### config.mk
export PLATFORM = sky130hd
export DESIGN_NAME = hms_queue
export DESIGN_NICKNAME = d
export VERILOG_FILES = /design/src/sv/heightmap_five_point_smoothing_top_macros.svh /design/src/sv/hms_pkg.sv /design/src/sv/hms_queue.sv
export SDC_FILE = /design/constraint.sdc
export NUM_CORES = 1
export LEC_CHECK = 0
export BUFFER_PORTS_ARGS = -buffer_cell sky130_fd_sc_hd__buf_2
export CORE_MARGIN = 2
export CORE_UTILIZATION = 35
export CTS_CLUSTER_DIAMETER = 30
export CTS_CLUSTER_SIZE = 16
export DETAILED_ROUTE_END_ITERATION = 7
export SYNTH_ARGS = -nofsm -noshare
export SYNTH_HDL_FRONTEND = slang
export SYNTH_SLANG_ARGS = --single-unit
### constraint.sdc
create_clock -name clk_i -period 1.72 [get_ports clk_i]
set_clock_uncertainty 0.05 [all_clocks]
set_input_delay 0.086 -clock clk_i [delete_from_list [all_inputs] [get_ports clk_i]]
set_output_delay 0.086 -clock clk_i [all_outputs]
set_load 0.005 [all_outputs]
### src/sv/heightmap_five_point_smoothing_top_macros.svh
// Assertion macros shared by the smoothing block.
`ifndef HEIGHTMAP_FIVE_POINT_SMOOTHING_TOP_MACROS_SVH
`define HEIGHTMAP_FIVE_POINT_SMOOTHING_TOP_MACROS_SVH

// Check a consequence in the same cycle as its cause.
`define HMS_ASSERT_NOW(lbl, ante, cons) \
  lbl: assert property (@(posedge clk_i) disable iff (!rst_ni) (ante) |-> (cons)) \
    else $error("hms: same-cycle check failed");

// Check a consequence in the cycle after its cause.
`define HMS_ASSERT_NEXT(lbl, ante, cons) \
  lbl: assert property (@(posedge clk_i) disable iff (!rst_ni) (ante) |=> (cons)) \
    else $error("hms: next-cycle check failed");

`endif

### src/sv/hms_pkg.sv
// Shared types and constants of the five-point height map smoothing block.
`default_nettype none
package hms_pkg;

  // Field widths
  localparam int SAMPLE_W = 8;
  localparam int HEIGHT_W = 16;
  localparam int CFG_W    = 10;
  localparam int ROW_W    = 10;
  // Sum of three bytes
  localparam int PSUM_W   = 10;
  // Sum of five 8.8 terms
  localparam int SUM_W    = 19;
  localparam int PROD_W   = 2 * SUM_W;

  // Divide by five: multiply by ceil(2^21 / 5) and shift, exact below 699050
  localparam logic [SUM_W-1:0] DIV5_MUL   = 19'd419431;
  localparam int               DIV5_SHIFT = 21;

  // Default row store depth
  localparam int MAX_WIDTH_DEF = 512;

  // Request queue between front and back
  localparam int Q_DEPTH = 2;
  localparam int Q_PTR_W = $clog2(Q_DEPTH);
  localparam int Q_CNT_W = Q_PTR_W + 1;

  // Configuration register indexes
  localparam int CFG_IDX_W = 2;
  localparam logic [CFG_IDX_W-1:0] REG_IMAGE_WIDTH  = 2'd0;
  localparam logic [CFG_IDX_W-1:0] REG_IMAGE_HEIGHT = 2'd1;

  // Register reset values and lower dimension bound
  localparam logic [CFG_W-1:0] WIDTH_RESET  = 10'd256;
  localparam logic [CFG_W-1:0] HEIGHT_RESET = 10'd256;
  localparam logic [CFG_W-1:0] MIN_DIM      = 10'd2;

  // Classification of one request
  typedef struct packed {
    logic pass;  // row 1 or column 0: original value passes through
    logic last;  // final pixel of the image
  } hms_flags_t;

  localparam int FLAGS_W = $bits(hms_flags_t);

endpackage
`default_nettype wire

### src/sv/hms_queue.sv
// Short request queue that decouples the front end from the back end.
`default_nettype none
module hms_queue
  import hms_pkg::*;
#(
  parameter int DATA_W = 8
) (
  input  wire logic              clk_i,
  input  wire logic              rst_ni,
  input  wire logic              push_valid_i,
  output logic                   push_ready_o,
  input  wire logic [DATA_W-1:0] push_data_i,
  output logic                   pop_valid_o,
  input  wire logic              pop_ready_i,
  output logic      [DATA_W-1:0] pop_data_o
);

  logic [DATA_W-1:0]  mem_q [Q_DEPTH];
  logic [Q_PTR_W-1:0] wr_ptr_q, rd_ptr_q;
  logic [Q_CNT_W-1:0] cnt_q;
  logic               push, pop;

  assign push_ready_o = cnt_q != Q_CNT_W'(Q_DEPTH);
  assign pop_valid_o  = cnt_q != '0;
  assign push         = push_valid_i && push_ready_o;
  assign pop          = pop_valid_o && pop_ready_i;
  assign pop_data_o   = mem_q[rd_ptr_q];

  // Advance pointers and fill level
  always_ff @(posedge clk_i or negedge rst_ni) begin
    if (!rst_ni) begin
      wr_ptr_q <= '0;
      rd_ptr_q <= '0;
      cnt_q    <= '0;
    end else begin
      if (push) begin
        wr_ptr_q <= wr_ptr_q + Q_PTR_W'(1);
      end
      if (pop) begin
        rd_ptr_q <= rd_ptr_q + Q_PTR_W'(1);
      end
      if (push && !pop) begin
        cnt_q <= cnt_q + Q_CNT_W'(1);
      end else if (pop && !push) begin
        cnt_q <= cnt_q - Q_CNT_W'(1);
      end
    end
  end

  // Store the request
  always_ff @(posedge clk_i) begin
    if (push) begin
      mem_q[wr_ptr_q] <= push_data_i;
    end
  end

endmodule
`default_nettype wire

## After elaboration in Yosys (flattened, before gate mapping)

Memory sizes are Yosys's and may differ from the RTL's.
Cells that the tools add are included.

| word-level totals | value |
|---|---|
| register bits | 4 |
| latch bits | 0 |
| RAM bits | 16 |
| memory bits (read-only) | 0 |
| input bits | 12 |
| output and inout port bits | 10 |
| logic and storage cells | 21 |
| memories | 1 |

Memories:

| memory | depth | bits a word | read ports | clocked after Yosys merged registers in | write ports | RTL line | text |
|---|---|---|---|---|---|---|---|
| mem_q | 2 | 8 | 1 | 0 | 1 | hms_queue.sv:18 | `logic [DATA_W-1:0] mem_q [Q_DEPTH];` |

| cells by class | value |
|---|---|
| $add $sub $neg | 4 |
| $mul | 0 |
| divide/modulo/power cells | 0 |
| order comparisons | 0 |
| equality and inequality tests | 1 |
| shift operators | 0 |
| multiplexer cells | 4 |
| bitwise gates (word level) | 0 |
| reduce and logical (&&, ||, !) cells | 8 |

Operators by type and width:

| cell | number |
|---|---|
| 1-bit logical AND | 4 |
| 2-bit 2-to-1 mux | 2 |
| 2-bit nonzero test | 2 |
| 1-bit adder (second input constant) | 2 |
| 2-bit by 1-bit adder with 2-bit output (second input constant) | 1 |
| 1-bit zero test | 2 |
| 1-bit 2-to-1 mux | 2 |
| 2-bit inequality test (second input constant) | 1 |
| 2-bit by 1-bit subtractor with 2-bit output (second input constant) | 1 |

## Logic depth before layout (Yosys ltp)

Gate-level depths: netlist of the first run.

| logic depth | value |
|---|---|
| depth in word-level cells | 6 |
| depth in mapped cells | 7 |
| gate-level depth less buffers | 7 |

## Worst setup path after synthesis of the first run

OpenSTA, ideal clock, no wires.

| timing path | value |
|---|---|
| path kind | register to register |
| from | register cnt_q[0] |
| to | memory mem_q[0][0], enable pin |
| library setup time | 0.370 ns |
| arrival time | 1.000 ns |
| required time | 1.300 ns |
| setup slack | 0.300 ns |
| stages on the path, launching flop included | 4 |
| buffers on the path | 0 |
| period minus slack after synthesis | 1.420 ns |
| path through | dfrtp_1 -> nand2b_4 -> nand2_1 -> nor2_1 |

| between the ends | value |
|---|---|
| word-level cells in the longest chain between the ends | 4 |

RTL lines:

| element | RTL line | text |
|---|---|---|
| start, declared | hms_queue.sv:20 | `logic [Q_CNT_W-1:0] cnt_q;` |
| start signal, assigned | hms_queue.sv:43 | `cnt_q <= cnt_q + Q_CNT_W'(1);` |
| start signal, assigned | hms_queue.sv:45 | `cnt_q <= cnt_q - Q_CNT_W'(1);` |
| 2-bit inequality test | hms_queue.sv:23 | `assign push_ready_o = cnt_q != Q_CNT_W'(Q_DEPTH);` |
| net push_ready_o | hms_queue.sv:11 | `output logic push_ready_o,` |
| 1-bit logical AND | hms_queue.sv:25 | `assign push = push_valid_i && push_ready_o;` |
| 1-bit 2-to-1 mux | hms_queue.sv:52 | `if (push) begin` |
| 1-bit 2-to-1 mux (implied by the code) | hms_queue.sv:53 | `mem_q[wr_ptr_q] <= push_data_i;` |
| end, declared | hms_queue.sv:18 |  |

The timed path passes the listed nets, and every way through them passes these cells.

## Worst setup path after layout of the first run

| timing path | value |
|---|---|
| from | register rd_ptr_q |
| to | output pop_data_o[2] |

| between the ends | value |
|---|---|
| word-level cells in the longest chain between the ends | 1 |

RTL lines:

| element | RTL line | text |
|---|---|---|
| start, declared | hms_queue.sv:19 | `logic [Q_PTR_W-1:0] wr_ptr_q, rd_ptr_q;` |
| start signal, assigned | hms_queue.sv:40 | `rd_ptr_q <= rd_ptr_q + Q_PTR_W'(1);` |
| memory read 2 x 8 bit | n/a |  |
| end, declared | hms_queue.sv:15 | `output logic [DATA_W-1:0] pop_data_o` |

No other way between the ends.

==> impl_metrics.tcl, run 1 <==
set metrics [dict create \
    synthesis.area_sq_um 787 \
    grt_use_total 0.105 \
    grt_pass1_vias 453 \
    synth_nets 56 \
    cts_buffer_depth 2 \
    swShare 0.290 \
    rsz0062_at_grt "no" \
    n_fill_cell 212 \
    cp-start-kind "flip-flop" \
    rows 17 \
    hold_path_class "in -> reg" \
    die_w_um 51.4 \
    antenna_left 0 \
    place_area_sq_um 937 \
    ys_seq_elements 20 \
    clockRootBuffer "clkbuf_4" \
    n_antenna_cell 0 \
    grt_overflow_total 0 \
    clk_pin_slew_ns 0.10 \
    grt_pass1_wl_um 1970 \
    critPathArrivalTime_ns 1.40 \
    totalWireLength_um 1210 \
    synth_warnings 0 \
    dieArea_sq_um 2640 \
    synth_area_per_cell_sq_um 18.3 \
    vias 462 \
    drt_pre_antenna_iters 4 \
    reg2regPathDepth 6 \
    crit-reg2reg-capture "cnt_q[1]" \
    reg2reg_slack_ns 0.21 \
    hp-start "push_valid_i" \
    synth_top_area_cell "edfxtp_1" \
    slew-limit-headroom 0.723 \
    pin_count 22 \
    slew_viol_final 0 \
    fmax_mhz 650 \
    leakage_nw 0.436 \
    path_max_fanout 9 \
    postSynthCellCount 43 \
    syn_to_final_growth_pct 35.1 \
    worstSetupPathType "reg -> out" \
    antenna_found_initial 0 \
    outcome "completed" \
    numCtsBuffers 3 \
    finalHoldViolCount 0 \
    worst_pin_slew_ns 0.416 \
    period_share 0.895 \
    port_buffers 21 \
    worstSetupStartpoint "rd_ptr_q" \
    rr_startpoint "cnt_q[0]" \
    min_to "wr_ptr_q" \
    peakVddDrop_uv 618 \
    p_clk_frac 0.143 \
    fin_cells 107 \
    die_height_um 51.4 \
    grt_max_degree 12 \
    setup_viol 0 \
    power_frac_seq 0.512 \
    drive_gt1_frac 0.468 \
    p_int_mw 1.08 \
    drtIter0Drc 8 \
    synth.distinct_cells 14 \
    ys_seq_area_frac 0.738 \
    vias_per_cell 4.32 \
    place_inst 93 \
    fin_area_sq_um 1060 \
    wl_per_cell_um 11.3 \
    dpl.hpwl_um 874 \
    final_nets 93 \
    cts_tree "done" \
    insertion_delay_ns 0.28 \
    gp_congestion 0.703 \
    p_per_area_nw_per_um2 1430 \
    drc 0 \
    period_minus_slack_ns 1.54 \
    synth.area.top_cells "edfxtp_1 (61%), dfrtp_1 (13%), mux2_2 (11%)" \
    p_sw_mw 0.441 \
    setup_slack_ns 0.181 \
    h-tree-depth 1 \
    hold_depth 3 \
    fin_setup_tns_ns 0 \
    cap_violations 0 \
    start_util 0.363 \
    core_area_sq_um 2170 \
    end_kind "output pin" \
    preCtsSetupSlack_ns 0.229 \
    cts_sinks 20 \
    required_ns 1.58 \
    synth_top_area_share 0.610 \
    combPwrFrac 0.344 \
]
registers in the layout, summed over array words and instances (netlist names):
name      cells
cnt_q         2
mem_q        16
rd_ptr_q      1
wr_ptr_q      1
cell usage after synthesis (all sizes together):
cell type / n
buf: 1
ha: 1
nand2b: 1
mux2: 8
nand2: 2
xor2: 2
or2: 1
xnor2: 3
inv: 1
dfrtp: 4
and3: 1
nor2: 2
edfxtp: 16
layout by cell type (no fill, tap or decap):
cell / n
nor2_1: 2
buf_2: 21
xor2_1: 2
nand2_1: 1
mux2_2: 8
nand2_4: 1
ha_1: 1
clkbuf_1: 1
and3_1: 1
dfrtp_1: 4
clkbuf_4: 3
xnor2_1: 3
or2_4: 1
nand2b_4: 1
edfxtp_1: 16
dlygate4sd3_1: 10
buf_4: 2
inv_1: 1
power groups by stage:
stage          Combinational, mW  Sequential, mW  Clock [mW]
6_report                   0.524           0.780       0.218
5_1_grt                    0.586           0.798       0.247
4_1_cts                    0.536           0.783       0.230
3_5_place_dp               0.517           0.792           0
3_3_place_gp               0.508           0.788           0
2_1_floorplan              0.375           0.737           0
area by class of cell:
type                       count  area, sq um  share of cell area
sequential                    20          581               0.546
timing repair buffer          33          220               0.207
multi-input combinational     21          198               0.186
tap                           28         35.0              0.0329
clock buffer                   4         26.3              0.0247
inverter                       1         3.75             0.00353
worst max path at each step:
stage / cells past startpoint / to / slack, ns
floorplan: 3 / mem_q[0][0] / 0.30
finish: 2 / pop_data_o[2] / 0.18
global placement: 7 / cnt_q[1] / 0.29
detailed placement: 6 / cnt_q[1] / 0.23
global route: 7 / cnt_q[1] / 0.08
CTS: 2 / pop_data_o[2] / 0.16
metal layers:
metal,track usage,share of wire
met5,0,0
met4,0.0658,0.013
met3,0.0175,0.030
met2,0.177,0.52
met1,0.125,0.43
per-stage QoR:
| step | util | hold WS [ns] | total power, mW |
|---|---|---|---|
| after global routing | 0.490 | 0.0724 | 1.63 |
| after global placement | 0.432 | -0.153 | 1.30 |
| after detailed placement | 0.432 | -0.151 | 1.31 |
| after CTS | 0.490 | 0.0550 | 1.55 |
| final | 0.490 | 0.0625 | 1.52 |
| after floorplan | - | -0.260 | 1.11 |
what timing repair did:
item                                    in CTS  in global routing
gates resized for setup                      0                  0
endpoints found under the hold margin       21                  0
hold buffers                                10                  0
buffers inserted                             0                  0
endpoints found under the setup margin       0                  0
cell families after synthesis:
family,count (synthesis),share of synthesized area
DFF,20,0.738
muxes,8,0.114
and+or+nand+nor,7,0.0652
xor gates and xnor gates,5,0.0557
buffers and inverters,2,0.0111
adders and majority gates,1,0.0159
critical path, stage by stage (launching register included):
cell	delay, ns
dfrtp_1	0.61
mux2_2	0.39
buf_2	0.12
No activity file was read; power rests on OpenSTA's default activity.
==> inputs of run 2 (changes only) <==
--- a/config.mk
+++ b/config.mk
@@ -11,6 +11,7 @@
 export CTS_CLUSTER_DIAMETER = 30
 export CTS_CLUSTER_SIZE = 16
 export DETAILED_ROUTE_END_ITERATION = 7
+export RECOVER_POWER = 100
 export SYNTH_ARGS = -nofsm -noshare
 export SYNTH_HDL_FRONTEND = slang
 export SYNTH_SLANG_ARGS = --single-unit
==> impl_metrics.tcl, run 2 (same netlist as run 1, synthesis figures left out) <==
set metrics [dict create \
    outcome "completed" \
    largest_register_ffs 16 \
    cp_slowest_cell "dfrtp_1" \
    setup_viol 0 \
    worst-path-stages 2 \
    worstPathCellList "mux2_2 -> buf_2" \
    p_clk_frac 0.146 \
    syn_to_final_growth_pct 32.4 \
    n_antenna_cell 0 \
    p_per_area_nw_per_um2 1430 \
    rows 17 \
    required_ns 1.58 \
    peakVddDrop_uv 589 \
    port_buffers 21 \
    fin_cells 107 \
    gp_congestion 0.703 \
    rr_startpoint "cnt_q[0]" \
    critical-path-top-delay-family "flip-flops" \
    antenna_found_initial 0 \
    worst_pin_slew_ns 0.415 \
    postCtsSetupBuffers 0 \
    busiest_layer "met2" \
    antenna_left 0 \
    drt_pre_antenna_iters 4 \
    slew_viol_final 0 \
    cts_resized 0 \
    leakage_nw 0.402 \
    pin_count 22 \
    totalWireLength_um 1200 \
    endpoint "pop_data_o[2]" \
    reg.largest.list "mem_q x16, cnt_q x2" \
    drive_gt1_frac 0.316 \
    combPwrFrac 0.330 \
    core_area_sq_um 2170 \
    dieArea_sq_um 2640 \
    place_inst 93 \
    hold_path_class "in -> reg" \
    grt_max_degree 12 \
    h-tree-depth 1 \
    worstSetupPathType "reg -> out" \
    gr-usage-met2 0.177 \
    final_nets 93 \
    vias_per_cell 4.33 \
    insertion_delay_ns 0.28 \
    drc 0 \
    use_met3 0.0175 \
    clockRootBuffer "clkbuf_4" \
    end_kind "output pin" \
    fin_setup_tns_ns 0 \
    period_share 0.893 \
    final_common_cell "edfxtp_1" \
    cts-hold-fix-buffers 10 \
    vias 463 \
    swShare 0.297 \
    rsz0062_at_grt "no" \
    slew-limit-headroom 0.723 \
    p_sw_mw 0.441 \
    critPathArrivalTime_ns 1.40 \
    grt_use_total 0.105 \
    fmax_mhz 651 \
    n_fill_cell 221 \
    die_w_um 51.4 \
    cts_sinks 20 \
    top_register "mem_q" \
    reg2regPathDepth 6 \
    cap_violations 0 \
    cp-start-kind "flip-flop" \
    path_buf_inv 1 \
    period_minus_slack_ns 1.54 \
    die_height_um 51.4 \
    crit-reg2reg-capture "cnt_q[1]" \
    grt_pass1_vias 453 \
    finalHoldViolCount 0 \
    critPathMaxStageDelay_ns 0.61 \
    cts_tree "done" \
    reg2reg_slack_ns 0.22 \
    power_frac_seq 0.524 \
    wl_per_cell_um 11.3 \
    final_cell_mix "edfxtp_1 (16), clkbuf_1 (11), buf_2 (11)" \
    worstSetupStartpoint "rd_ptr_q" \
    grt_overflow_total 0 \
    grt_pass1_wl_um 1970 \
    use_met1 0.125 \
    numCtsBuffers 3 \
    dpl.hpwl_um 874 \
    clk_pin_slew_ns 0.10 \
    p_int_mw 1.05 \
    drtIter0Drc 13 \
    path_max_fanout 9 \
    cts_buffer_depth 2 \
    start_util 0.363 \
]
[run 2: layout make-up]
class / instances / area, sq um / share of cell area
tap: 28 / 35.0 / 0.0336
multi-input combinational: 21 / 195 / 0.187
inverter: 1 / 3.75 / 0.00360
sequential: 20 / 581 / 0.557
clock buffer: 4 / 26.3 / 0.0252
timing repair buffer: 33 / 201 / 0.193
[run 2: worst min-delay path by stage]
stage                             from        to  slack [ns]  cells past startpoint
final                     push_valid_i  wr_ptr_q        0.06                      3
after floorplan                 rst_ni  cnt_q[0]       -0.26                      0
after global placement          rst_ni  cnt_q[1]       -0.15                      1
after global routing      push_valid_i  wr_ptr_q        0.08                      3
after CTS                       rst_ni  cnt_q[1]        0.06                      2
after detailed placement        rst_ni  cnt_q[1]       -0.15                      1
[run 2: worst reg2reg max path, delay by kind of cell, from the launching register on]
kind                     cells  cell delay, ns
flip-flops                   1            0.43
AND/OR/NAND/NOR              3            0.42
adder cells (fa/ha/maj)      1            0.32
XOR/XNOR                     1            0.15
buffers and inverters        1            0.06
[run 2: metal layers]
| layer | routed length, um | up-vias |
|---|---|---|
| li1 | - | 225 |
| met4 | 16 | 0 |
| met5 | 0 | - |
| met3 | 37 | 2 |
| met1 | 512 | 226 |
| met2 | 637 | 10 |
[run 2: through the flow]
step / cell area [sq um] / util / hold WS, ns / setup slack (ns) / power, mW
finish: 1040 / 0.480 / 0.0649 / 0.184 / 1.49
CTS: 1060 / 0.490 / 0.0550 / 0.157 / 1.55
global route: 1040 / 0.480 / 0.0761 / 0.0766 / 1.59
floorplan: 787 / - / -0.260 / 0.300 / 1.11
global placement: 937 / 0.432 / -0.153 / 0.295 / 1.30
detailed placement: 937 / 0.432 / -0.151 / 0.229 / 1.31
[run 2: power groups by stage]
stage | combinational (mW) | clock, mW | sequential, mW
after global placement | 0.508 | 0 | 0.788
after global routing | 0.549 | 0.247 | 0.797
after CTS | 0.536 | 0.230 | 0.783
after detailed placement | 0.517 | 0 | 0.792
final | 0.490 | 0.217 | 0.778
after floorplan | 0.375 | 0 | 0.737
